## config.mk

```make
export PLATFORM = sky130hd
export DESIGN_NAME = chunk_reorder_window_top
export DESIGN_NICKNAME = d
export VERILOG_FILES = /design/src/hdl/crw_pkg.sv /design/src/hdl/crw_ram.sv /design/src/hdl/chunk_reorder_window_top.sv
export SDC_FILE = /design/constraint.sdc
export NUM_CORES = 2
export LEC_CHECK = 0
export BUFFER_PORTS_ARGS = -buffer_cell sky130_fd_sc_hd__buf_2
export CAP_MARGIN = 25
export CORE_MARGIN = 2
export CORE_UTILIZATION = 40
export CTS_BUF_LIST = sky130_fd_sc_hd__clkbuf_16
export DETAILED_ROUTE_END_ITERATION = 7
export SYNTH_ARGS = -nofsm -noshare
export SYNTH_HDL_FRONTEND = slang
export SYNTH_HIERARCHICAL = 1
export SYNTH_SLANG_ARGS = --single-unit
```

## constraint.sdc

```tcl
create_clock -name clk -period 13.25 [get_ports clk]
set_clock_uncertainty 0.1 [all_clocks]
set_input_delay 2.65 -clock clk [delete_from_list [all_inputs] [get_ports clk]]
set_output_delay 2.65 -clock clk [all_outputs]
set_load 0.01 [all_outputs]
```

## src/hdl/crw_pkg.sv

```systemverilog
// ----------------------------------------------------------------------------
// crw_pkg
// Shared types and codes for the chunk reorder window.
// ----------------------------------------------------------------------------
package crw_pkg;

	localparam int unsigned NUM_W  = 24;
	localparam int unsigned PAY_W  = 64;
	localparam int unsigned SIZE_W = 11;

	localparam logic [SIZE_W-1:0] CHUNK_SIZE_RST = 11'd1400;

	// action codes
	localparam logic ACT_STORE = 1'b0;
	localparam logic ACT_END   = 1'b1;

	// result kinds
	localparam logic [1:0] KIND_STATUS = 2'd0;
	localparam logic [1:0] KIND_FULL   = 2'd1;
	localparam logic [1:0] KIND_SHORT  = 2'd2;

	typedef struct packed {
		logic              action;
		logic [NUM_W-1:0]  chunk_number;
		logic [PAY_W-1:0]  payload;
		logic [SIZE_W-1:0] byte_count;
	} in_word_t;

	typedef struct packed {
		logic [1:0]        kind;
		logic              accepted;
		logic [NUM_W-1:0]  out_number;
		logic [PAY_W-1:0]  out_payload;
		logic [SIZE_W-1:0] out_bytes;
		logic              last;
	} out_word_t;

	typedef enum logic [1:0] {
		ST_IDLE,
		ST_STORE,
		ST_RUN,
		ST_TAIL
	} crw_state_t;

endpackage

```

## src/hdl/crw_ram.sv

```systemverilog
// ----------------------------------------------------------------------------
// crw_ram
// Generic simple dual-port RAM: one write port, one read port, registered read.
// ----------------------------------------------------------------------------
module crw_ram #(
	parameter int unsigned WIDTH = 64,
	parameter int unsigned DEPTH = 64
) (
	input  logic                     clk,
	input  logic                     we,
	input  logic [$clog2(DEPTH)-1:0] waddr,
	input  logic [WIDTH-1:0]         wdata,
	input  logic                     re,
	input  logic [$clog2(DEPTH)-1:0] raddr,
	output logic [WIDTH-1:0]         rdata
);

	logic [WIDTH-1:0] mem_q [DEPTH];

	always_ff @(posedge clk) begin
		if (we) begin
			mem_q[waddr] <= wdata;
		end
		if (re) begin
			rdata <= mem_q[raddr];
		end
	end

endmodule

```

## src/hdl/chunk_reorder_window_top.sv

```systemverilog
// ----------------------------------------------------------------------------
// chunk_reorder_window_top
// Receive reorder window: buffers numbered chunks and releases them in order.
// ----------------------------------------------------------------------------
// Path: start is taken in ST_IDLE and the word is decoded in ST_STORE; in ST_RUN each
//   front slot is read, passes the read stage and lands in the output register. A new
//   item is taken only once busy drops. Throughput: one released chunk per cycle, paced
//   by the single RAM read port; ST_TAIL sends a closing short chunk or status word.
// Reset: arst_n clears window base, front pointer, occupied bits, counters and
//   flags at once; the payload RAM needs no clearing pass.
// Results are strobed for one cycle on result_valid; the receiver cannot stall.
module chunk_reorder_window_top #(
	parameter int unsigned WINDOW = 64
) (
	input  logic                         clk,
	input  logic                         arst_n,
	input  logic                         start,
	input  crw_pkg::in_word_t            cmd,
	output logic                         busy,
	output logic                         result_valid,
	output crw_pkg::out_word_t           result,
	input  logic                         cfg_we,
	input  logic [crw_pkg::SIZE_W-1:0]   cfg_wdata
);

	import crw_pkg::*;

	localparam int unsigned SW = $clog2(WINDOW);
	localparam int unsigned RW = $clog2(WINDOW + 1);

	crw_state_t state_q, state_d;

	// configuration
	logic [SIZE_W-1:0] chunk_size_q;

	// captured command
	in_word_t cmd_q;
	logic     acc_q;

	// window state
	logic [NUM_W-1:0]  base_q;
	logic [SW-1:0]     front_q;
	logic [WINDOW-1:0] occ_q;
	logic [RW-1:0]     held_q;
	logic [RW-1:0]     run_q;

	// short chunk holder
	logic [PAY_W-1:0]  short_pay_q;
	logic [SIZE_W-1:0] short_bytes_q;
	logic [NUM_W-1:0]  short_num_q;
	logic              short_held_q;
	logic              end_pend_q;

	// read stage
	logic             s1_valid_s1;
	logic [NUM_W-1:0] s1_number_s1;

	// tail word kind
	logic [1:0] tail_kind_q;

	// output register
	out_word_t out_q;
	logic      out_valid_q;

	// RAM port
	logic             ram_we, ram_re;
	logic [SW-1:0]    ram_waddr;
	logic [PAY_W-1:0] ram_rdata;

	// store decode
	logic [NUM_W-1:0] num_ofs;
	logic             in_win;
	logic             is_full;
	logic [SW:0]      slot_sum;
	logic [SW-1:0]    slot;

	// release decode
	logic          rel;
	logic          short_due;
	logic [SW-1:0] front_nx;

	assign num_ofs  = cmd_q.chunk_number - base_q;
	assign in_win   = num_ofs < NUM_W'(WINDOW);
	assign is_full  = cmd_q.byte_count == chunk_size_q;
	assign slot_sum = {1'b0, front_q} + {1'b0, num_ofs[SW-1:0]};
	assign slot     = (slot_sum >= (SW+1)'(WINDOW)) ?
		SW'(slot_sum - (SW+1)'(WINDOW)) : slot_sum[SW-1:0];

	assign rel       = (state_q == ST_RUN) && occ_q[front_q] && (run_q < RW'(WINDOW));
	assign short_due = (run_q < RW'(WINDOW)) && end_pend_q && (held_q == '0) && short_held_q;
	assign front_nx  = (front_q == SW'(WINDOW - 1)) ? '0 : front_q + 1'b1;

	assign ram_we    = (state_q == ST_STORE) && (cmd_q.action == ACT_STORE) && in_win && is_full;
	assign ram_waddr = slot;
	assign ram_re    = rel;

	crw_ram #(
		.WIDTH(PAY_W),
		.DEPTH(WINDOW)
	) u_slot_ram (
		.clk  (clk),
		.we   (ram_we),
		.waddr(ram_waddr),
		.wdata(cmd_q.payload),
		.re   (ram_re),
		.raddr(front_q),
		.rdata(ram_rdata)
	);

	assign busy         = state_q != ST_IDLE;
	assign result_valid = out_valid_q;
	assign result       = out_q;

	// next state
	always_comb begin
		state_d = state_q;
		case (state_q)
			ST_IDLE: begin
				if (start) state_d = ST_STORE;
			end
			ST_STORE: state_d = ST_RUN;
			ST_RUN: begin
				// leave once the front run ends; a tail word follows unless the
				// last released chunk closes the sequence
				if (!rel) begin
					state_d = (short_due || run_q == '0) ? ST_TAIL : ST_IDLE;
				end
			end
			ST_TAIL: state_d = ST_IDLE;
			default: state_d = ST_IDLE;
		endcase
	end

	always_ff @(posedge clk or negedge arst_n) begin
		if (!arst_n) begin
			state_q <= ST_IDLE;
		end else begin
			state_q <= state_d;
		end
	end

	// configuration register
	always_ff @(posedge clk or negedge arst_n) begin
		if (!arst_n) begin
			chunk_size_q <= CHUNK_SIZE_RST;
		end else if (cfg_we) begin
			chunk_size_q <= cfg_wdata;
		end
	end

	// capture the command word
	always_ff @(posedge clk) begin
		if (state_q == ST_IDLE && start) begin
			cmd_q <= cmd;
		end
	end

	// window, holder and output control
	always_ff @(posedge clk or negedge arst_n) begin
		if (!arst_n) begin
			acc_q         <= 1'b0;
			base_q        <= '0;
			front_q       <= '0;
			occ_q         <= '0;
			held_q        <= '0;
			run_q         <= '0;
			short_bytes_q <= '0;
			short_num_q   <= '0;
			short_held_q  <= 1'b0;
			end_pend_q    <= 1'b0;
			s1_valid_s1   <= 1'b0;
			tail_kind_q   <= KIND_STATUS;
			out_valid_q   <= 1'b0;
		end else begin
			// strobe a word after each read stage and on the tail
			out_valid_q <= ((state_q == ST_RUN) && s1_valid_s1) || (state_q == ST_TAIL);
			s1_valid_s1 <= rel;
			case (state_q)
				ST_STORE: begin
					run_q <= '0;
					if (cmd_q.action == ACT_END) begin
						acc_q      <= 1'b1;
						end_pend_q <= 1'b1;
					end else begin
						acc_q <= in_win;
						if (in_win && !is_full) begin
							// hold the short chunk apart; a later one overwrites it
							short_bytes_q <= cmd_q.byte_count;
							short_num_q   <= cmd_q.chunk_number;
							short_held_q  <= 1'b1;
						end else if (in_win && !occ_q[slot]) begin
							occ_q[slot] <= 1'b1;
							held_q      <= held_q + 1'b1;
						end
					end
				end
				ST_RUN: begin
					if (rel) begin
						// release the front slot and slide the window by one
						occ_q[front_q] <= 1'b0;
						held_q         <= held_q - 1'b1;
						base_q         <= base_q + 1'b1;
						front_q        <= front_nx;
						run_q          <= run_q + 1'b1;
					end else begin
						tail_kind_q <= short_due ? KIND_SHORT : KIND_STATUS;
					end
				end
				ST_TAIL: begin
					if (tail_kind_q == KIND_SHORT) begin
						short_held_q <= 1'b0;
						end_pend_q   <= 1'b0;
					end
				end
				default: begin
				end
			endcase
		end
	end

	// payload side: no reset needed
	always_ff @(posedge clk) begin
		if (state_q == ST_STORE && cmd_q.action == ACT_STORE && in_win && !is_full) begin
			short_pay_q <= cmd_q.payload;
		end
		if (rel) begin
			s1_number_s1 <= base_q;
		end
		case (state_q)
			ST_RUN: begin
				if (s1_valid_s1) begin
					out_q.kind        <= KIND_FULL;
					out_q.accepted    <= acc_q;
					out_q.out_number  <= s1_number_s1;
					out_q.out_payload <= ram_rdata;
					out_q.out_bytes   <= chunk_size_q;
					out_q.last        <= !rel && !short_due;
				end
			end
			ST_TAIL: begin
				out_q.kind     <= tail_kind_q;
				out_q.accepted <= acc_q;
				out_q.last     <= 1'b1;
				if (tail_kind_q == KIND_SHORT) begin
					out_q.out_number  <= short_num_q;
					out_q.out_payload <= short_pay_q;
					out_q.out_bytes   <= short_bytes_q;
				end else begin
					out_q.out_number  <= '0;
					out_q.out_payload <= '0;
					out_q.out_bytes   <= '0;
				end
			end
			default: begin
			end
		endcase
	end

`ifndef SYNTHESIS
	a_held_matches_occ: assert property (@(posedge clk) disable iff (!arst_n)
		32'(held_q) == $countones(occ_q))
		else $error("held count differs from occupied bits");

	a_no_rw_overlap: assert property (@(posedge clk) disable iff (!arst_n)
		!(ram_we && ram_re))
		else $error("slot RAM written and read in one cycle");

	a_quiet_after_last: assert property (@(posedge clk) disable iff (!arst_n)
		(out_valid_q && out_q.last) |=> !out_valid_q)
		else $error("result word after the last one of an item");

	a_idle_no_stage: assert property (@(posedge clk) disable iff (!arst_n)
		(state_q == ST_IDLE) |-> !s1_valid_s1)
		else $error("read stage live while idle");

	a_tail_closes: assert property (@(posedge clk) disable iff (!arst_n)
		(state_q == ST_TAIL) |=> (out_valid_q && out_q.last && state_q == ST_IDLE))
		else $error("tail word missing or not marked last");
`endif

endmodule

```

; ---- After elaboration in Yosys (flattened, before gate mapping)
; Memory sizes are Yosys's and may differ from the RTL's. A register that Yosys moved wholly into a read port is not among the register bits.
; Index checks and enable logic that the tools add are counted.
[totals]
mem_bits_rw = 4096
inputBits = 115
word_cells = 141
regBits = 454
mem_count = 1
[mem_list]
columns = name, words, width, read_ports, rd_ports_with_merged_regs, wr, line_no
row1 = u_slot_ram.mem_q, 64, 64, 1, 1, 1, crw_ram.sv:18  ; logic [WIDTH-1:0] mem_q [DEPTH];
[op_classes]
n_addsub = 8
n_reduce_logical = 38
n_mux = 39
eq_ne = 16
n_bitwise = 5
magnitude_cmp = 7
[ops]
columns = cell, count
row1 = $mux W64, 4
row2 = $pmux W103 S2, 1
row3 = $pmux W64 S2, 1
row4 = $mux W103, 1
row5 = $mux W99, 1
row6 = $and A64 B64 Y64, 1
row7 = $not A64 Y64, 1
row8 = $or A64 B64 Y64, 1
row9 = $mux W7, 5
row10 = $pmux W7 S2, 2
row11 = $add A24 B1 Y24 const B, 1
row12 = $lt A24 B7 Y1 const B, 1
row13 = $sub A24 B24 Y24, 1
row14 = $ne A2 B2 Y1 const B, 9
row15 = $logic_and A1 B1 Y1, 16
row16 = $add A7 B1 Y7 const B, 2
row17 = $logic_not A7 Y1, 2
row18 = $lt A6 B7 Y1 const B, 2
row19 = $bmux W1 S6, 2
row20 = $demux W1 S6, 2
row21 = $ge A6 B1 Y1 const B, 2
row22 = $mux W6, 2
row23 = $eq A11 B11 Y1, 1
row24 = $mux W1, 11
row25 = 22 further kinds, 41

; ---- Depth between registers and ports, before layout
[depth]
word_depth = 13
ltp_mapped = 19
mapped_depth_nobuf = 17

; ---- By module
; Netlist, hierarchy kept.
[by_module_without_submodules]
columns = module, cells_per_inst, instances, area_per_inst_um2
row1 = crw_ram, 6598, 1, 156989.3
row2 = chunk_reorder_window_top, 1669, 1, 20292.0

; ---- Least setup slack after synthesis
; Ideal clock, no wire load.
[synth_path]
path_type = flip-flop to flip-flop
from = register base_q[14]
to = register short_pay_q[0], enable pin
required_ns = 12.506
path_buffers = 1
period_less_slack_ns = 9.604
path_stages_with_launch = 13
path_slack_ns = 3.646
t_arrival_ns = 8.861
path_cell_list = dfrtp_1 -> inv_1 -> ha_1 -> buf_2 -> a21oi_1 -> o21ai_0 -> a21oi_1 -> nor2b_1 -> a2111o_1 -> nor4b_1 -> nand4_1 -> or4_1 -> nor4_1
[synth_between]
elab_chain_len = 4
[synth_lines]
columns = element, line_no
row1 = from (decl), chunk_reorder_window_top.sv:41  ; logic [NUM_W-1:0] base_q;
row2 = from (signal assigned), chunk_reorder_window_top.sv:202  ; base_q <= base_q + 1'b1;
row3 = $sub A24 B24 Y24, chunk_reorder_window_top.sv:82  ; assign num_ofs = cmd_q.chunk_number - base_q;
row4 = $lt A24 B7 Y1, chunk_reorder_window_top.sv:83  ; assign in_win = num_ofs < NUM_W'(WINDOW);
row5 = $logic_and A1 B1 Y1 (2 in series), chunk_reorder_window_top.sv:223  ; if (state_q == ST_STORE && cmd_q.action == ACT_STORE && in_win && !is_full) begin
row6 = to (signal assigned), chunk_reorder_window_top.sv:224  ; short_pay_q <= cmd_q.payload;
row7 = to (decl), chunk_reorder_window_top.sv:48  ; logic [PAY_W-1:0] short_pay_q;
; Every way passes these cells.
; A chain may end at the register's enable or synchronous reset.

; ---- Final worst setup path
[layout_path]
from = register front_q[0]
to = register u_slot_ram.rdata[32] (read register of u_slot_ram.mem_q), data pin
[layout_between]
elab_chain_len = 4
[layout_lines]
columns = element, line_no
row1 = from (decl), chunk_reorder_window_top.sv:42  ; logic [SW-1:0] front_q;
row2 = from (signal assigned), chunk_reorder_window_top.sv:203  ; front_q <= front_nx;
row3 = $bmux W1 S6, chunk_reorder_window_top.sv:89  ; assign rel = (state_q == ST_RUN) && occ_q[front_q] && (run_q < RW'(WINDOW));
row4 = $mux W1 (not written as such), chunk_reorder_window_top.sv:89
row5 = $logic_and A1 B1 Y1 (2 in series), chunk_reorder_window_top.sv:89
row6 = to (decl), crw_ram.sv:15  ; output logic [WIDTH-1:0] rdata
; Parallel ways exist; a longest one is shown, timed or not. The select of a mux whose other input is x is not followed.

==> impl_metrics.py <==
metrics = {
    "clock_tree": {
        "clock_latency_ns": 1.02,
        "cts_made_buffers": 458,
        "cts_resized": 0,
        "clk_path_buf_depth": 4,
        "h-tree-depth": 5,
        "cts_root_buf": "clkbuf_16",
        "cts_tree": "built",
        "cts_sinks": 4613,
        "clk_pin_slew_ns": 0.06,
        "holdBufCountCts": 0,
        "postCtsSetupBuffers": 0,
    },
    "finish": {
        "final.fill_count": 36761,
        "final_util": 0.456,
        "area_delta_synth_final_pct": 13.6,
        "nNetsFinal": 8952,
        "drive_gt1_frac": 0.260,
        "ff_latch_area_um2": 138000,
        "multiInputGateArea_um2": 37800,
    },
    "power": {
        "peakVddDrop_mv": 0.120,
        "pwr_density_cell_nw_per_um2": 155,
        "leakage_uw": 0.0618,
    },
    "routing": {
        "wl_um": 497000,
        "wire_per_inst_um": 32.9,
        "drtAntennaViolNets": 0,
        "via_per_inst": 5.95,
        "drt_iter0_drc": 11852,
        "drc": 0,
        "first_pass_iters": 6,
        "vias": 89776,
    },
    "worst_setup_path": {
        "slowest_delay_ns": 0.91,
        "reg2reg_to": "u_slot_ram/rdata[32]$_DFFE_PP_",
        "worstReg2RegStart": "front_q[0]$_DFFE_PN0P_",
        "crit_required_ns": 13.92,
        "worstSetupPathType": "reg -> reg",
        "cp.arrival_ns": 8.00,
        "cpMostUsedCell": "buf_4",
        "path_buf_inv": 6,
        "crit_end": "u_slot_ram/rdata[32]$_DFFE_PP_",
        "slowest_stage": "dfrtp_4",
        "path_depth": 10,
        "crit_chain": "buf_4 -> buf_4 -> buf_4 -> buf_12 -> buf_4 -> buf_4 -> mux4_2 -> o22ai_1 -> o22ai_1 -> and3_1",
        "endpoint_kind": "flip-flop",
        "path_delay_family": "buffers and inverters",
        "ff2ff_setup_slack_ns": 5.92,
        "cp-start-kind": "flip-flop",
        "cp-startpoint": "front_q[0]$_DFFE_PN0P_",
        "cp_max_fo": 82,
        "reg2regPathDepth": 10,
    },
    "synthesis": {
        "synth_top_area_frac": 0.754,
        "synth_top_area_cell": "edfxtp_1",
        "async_flop_share": 0.0351,
        "syn-instance-count": 8267,
        "synth.yosys.seq_area_share": 0.777,
        "yosys_register_bits": 4613,
        "synth_top_flop_cell": "edfxtp_1",
        "synth.distinct_cells": 77,
        "yosys-top-cells-area": "edfxtp_1, mux4_2, dfrtp_1, mux2i_1, nand2_1",
        "yosys_warnings": 6,
        "synth_fp_nets": 8422,
        "netlist_area_um2": 177000,
        "avgSynthCellArea_um2": 21.4,
        "synth_edf_count": 4451,
    },
    "floorplanning": {
        "die_h_um": 670,
        "start_util": 0.402,
        "pin_count": 220,
        "rows": 244,
        "fp.dieW_um": 670,
        "die-area_um2": 449000,
        "fp.coreArea_um2": 441000,
    },
    "global_route": {
        "first_global_vias": 89186,
        "grt-ovfl-total": 0,
        "antenna_found_initial": 40,
        "grt_max_degree": 108,
        "grt_pass1_wl_um": 697000,
        "grt_usage": 0.217,
    },
    "sta": {
        "tightest_slew_ns": 1.26,
        "clock.fmax_mhz": 136,
        "setup-tns-final_ns": 0,
        "slew_viol_final": 0,
        "rsz0062_at_grt": "no",
        "hold_viol": 0,
        "setup_viol": 0,
        "fin_crit_sh": 0.554,
        "slew_headroom": 0.147,
        "min_period_ns": 7.33,
    },
    "placed_design": {
        "hpwl_um": 282000,
        "port_buffers": 219,
        "gp_congestion": 0.814,
    },
    "status": {
        "status": "completed",
    },
    "min_path": {
        "hold_class": "reg -> reg",
    },
    "job": {
        "maxCapViolCount": 0,
    },
}
how the worst min path moves through the flow:
stage / startpoint / to / slack (ns) / cells past startpoint
after floorplan: acc_q$_DFFE_PN0P_ / result[100]$_DFFE_PP_ / 0.33 / 0
after global routing: acc_q$_DFFE_PN0P_ / result[100]$_DFFE_PP_ / 0.37 / 0
after detailed placement: acc_q$_DFFE_PN0P_ / result[100]$_DFFE_PP_ / 0.35 / 0
final: acc_q$_DFFE_PN0P_ / result[100]$_DFFE_PP_ / 0.37 / 0
after CTS: acc_q$_DFFE_PN0P_ / result[100]$_DFFE_PP_ / 0.37 / 0
after global placement: acc_q$_DFFE_PN0P_ / result[100]$_DFFE_PP_ / 0.36 / 0
state kept, by name, indices dropped and copies added, names as in the netlist, 2 cells and up:
register,count
short_num_q,24
s1_number_s1,24
occ_q,64
short_bytes_q,11
u_slot_ram/mem_q,4096
short_pay_q,64
run_q,7
u_slot_ram/rdata,64
base_q,24
cmd_q,100
chunk_size_q,11
front_q,6
result,103
held_q,7
state_q,2
cells by family after synthesis:
logic type	after synthesis	synth area share
AND/OR/NAND/NOR	884	0.0236
multiplexers	1260	0.145
adder cells (fa/ha/maj)	40	0.00295
XOR/XNOR	57	0.00282
buffers and inverters	524	0.0135
AO/OA/AOI/OAI	889	0.0351
flip-flops	4613	0.777
per-layer routing:
metal / GRT usage / share of wire / routed length (um) / vias to the layer above
met5: 0 / 0.00011 / 56 / -
met4: 0.0502 / 0.024 / 11800 / 8
met3: 0.0343 / 0.085 / 42000 / 606
met2: 0.351 / 0.48 / 239000 / 4359
met1: 0.311 / 0.41 / 203000 / 49019
li1: - / - / - / 35784
area by class of cell:
cell class              instances  share of cell area
clock inverters               378              0.0143
well taps                    5904              0.0367
diodes                         10            0.000124
multi-input cells            3130               0.188
flip-flops and latches       4613               0.684
inverters                      72             0.00137
clock buffers                 469              0.0583
repair buffers                522              0.0181
layout by cell type (no fill, tap or decap), types with 97 or more instances in the layout:
cell type,count
nand2_1,369
buf_2,218
a22oi_1,176
edfxtp_1,4451
mux4_2,1045
o21ai_0,192
nor2_1,97
clkbuf_16,469
inv_1,161
dfrtp_1,150
mux2i_1,155
clkinv_1,107
buf_4,286
synth_stat cells, types with 8 or more instances:
cell type and number:
edfxtp_1 4451, mux4_2 1045, nand2_1 373, clkbuf_1 209
o21ai_0 192, buf_2 178, a22oi_1 176, nor2_1 162
dfrtp_1 156, mux2i_1 155, a22o_1 88, o22ai_1 86
and3_1 70, inv_1 69, nand3_1 69, o31ai_1 67
a211oi_1 66, xnor2_1 49, a21oi_1 42, o221ai_1 40
ha_1 37, nor2b_1 36, or3_1 35, buf_4 34
mux2_2 31, a41oi_1 30, or2_2 30, mux2_1 29
nand2b_1 25, buf_1 22, a2bb2oi_1 20, nor3_1 20
a31oi_1 19, nand4_1 18, o21a_1 11, and2_1 9
buf_6 9, o211ai_1 9, xor2_1 8
per-stage QoR:
| stage | total power (uW) | instance area, um2 | cells | hold WS (ns) | worst slack [ns] |
|---|---|---|---|---|---|
| 3_3_place_gp | 18800 | 187000 | 14227 | 0.362 | 5.70 |
| 3_5_place_dp | 18900 | 187000 | 14236 | 0.353 | 5.65 |
| 6_report | 31200 | 201000 | 15098 | 0.366 | 5.92 |
| 5_1_grt | 32100 | 201000 | 15091 | 0.372 | 5.17 |
| 4_1_cts | 31400 | 201000 | 15083 | 0.367 | 5.62 |
| 2_1_floorplan | 17900 | 177000 | 8267 | 0.326 | 3.65 |
power by group:
group	leakage, uW	switching [uW]	internal, uW
Clock	0.00753	5500	7150
Sequential	0.0422	74.9	16700
Combinational	0.0120	1470	278
Power figures use the tool's default switching activity.
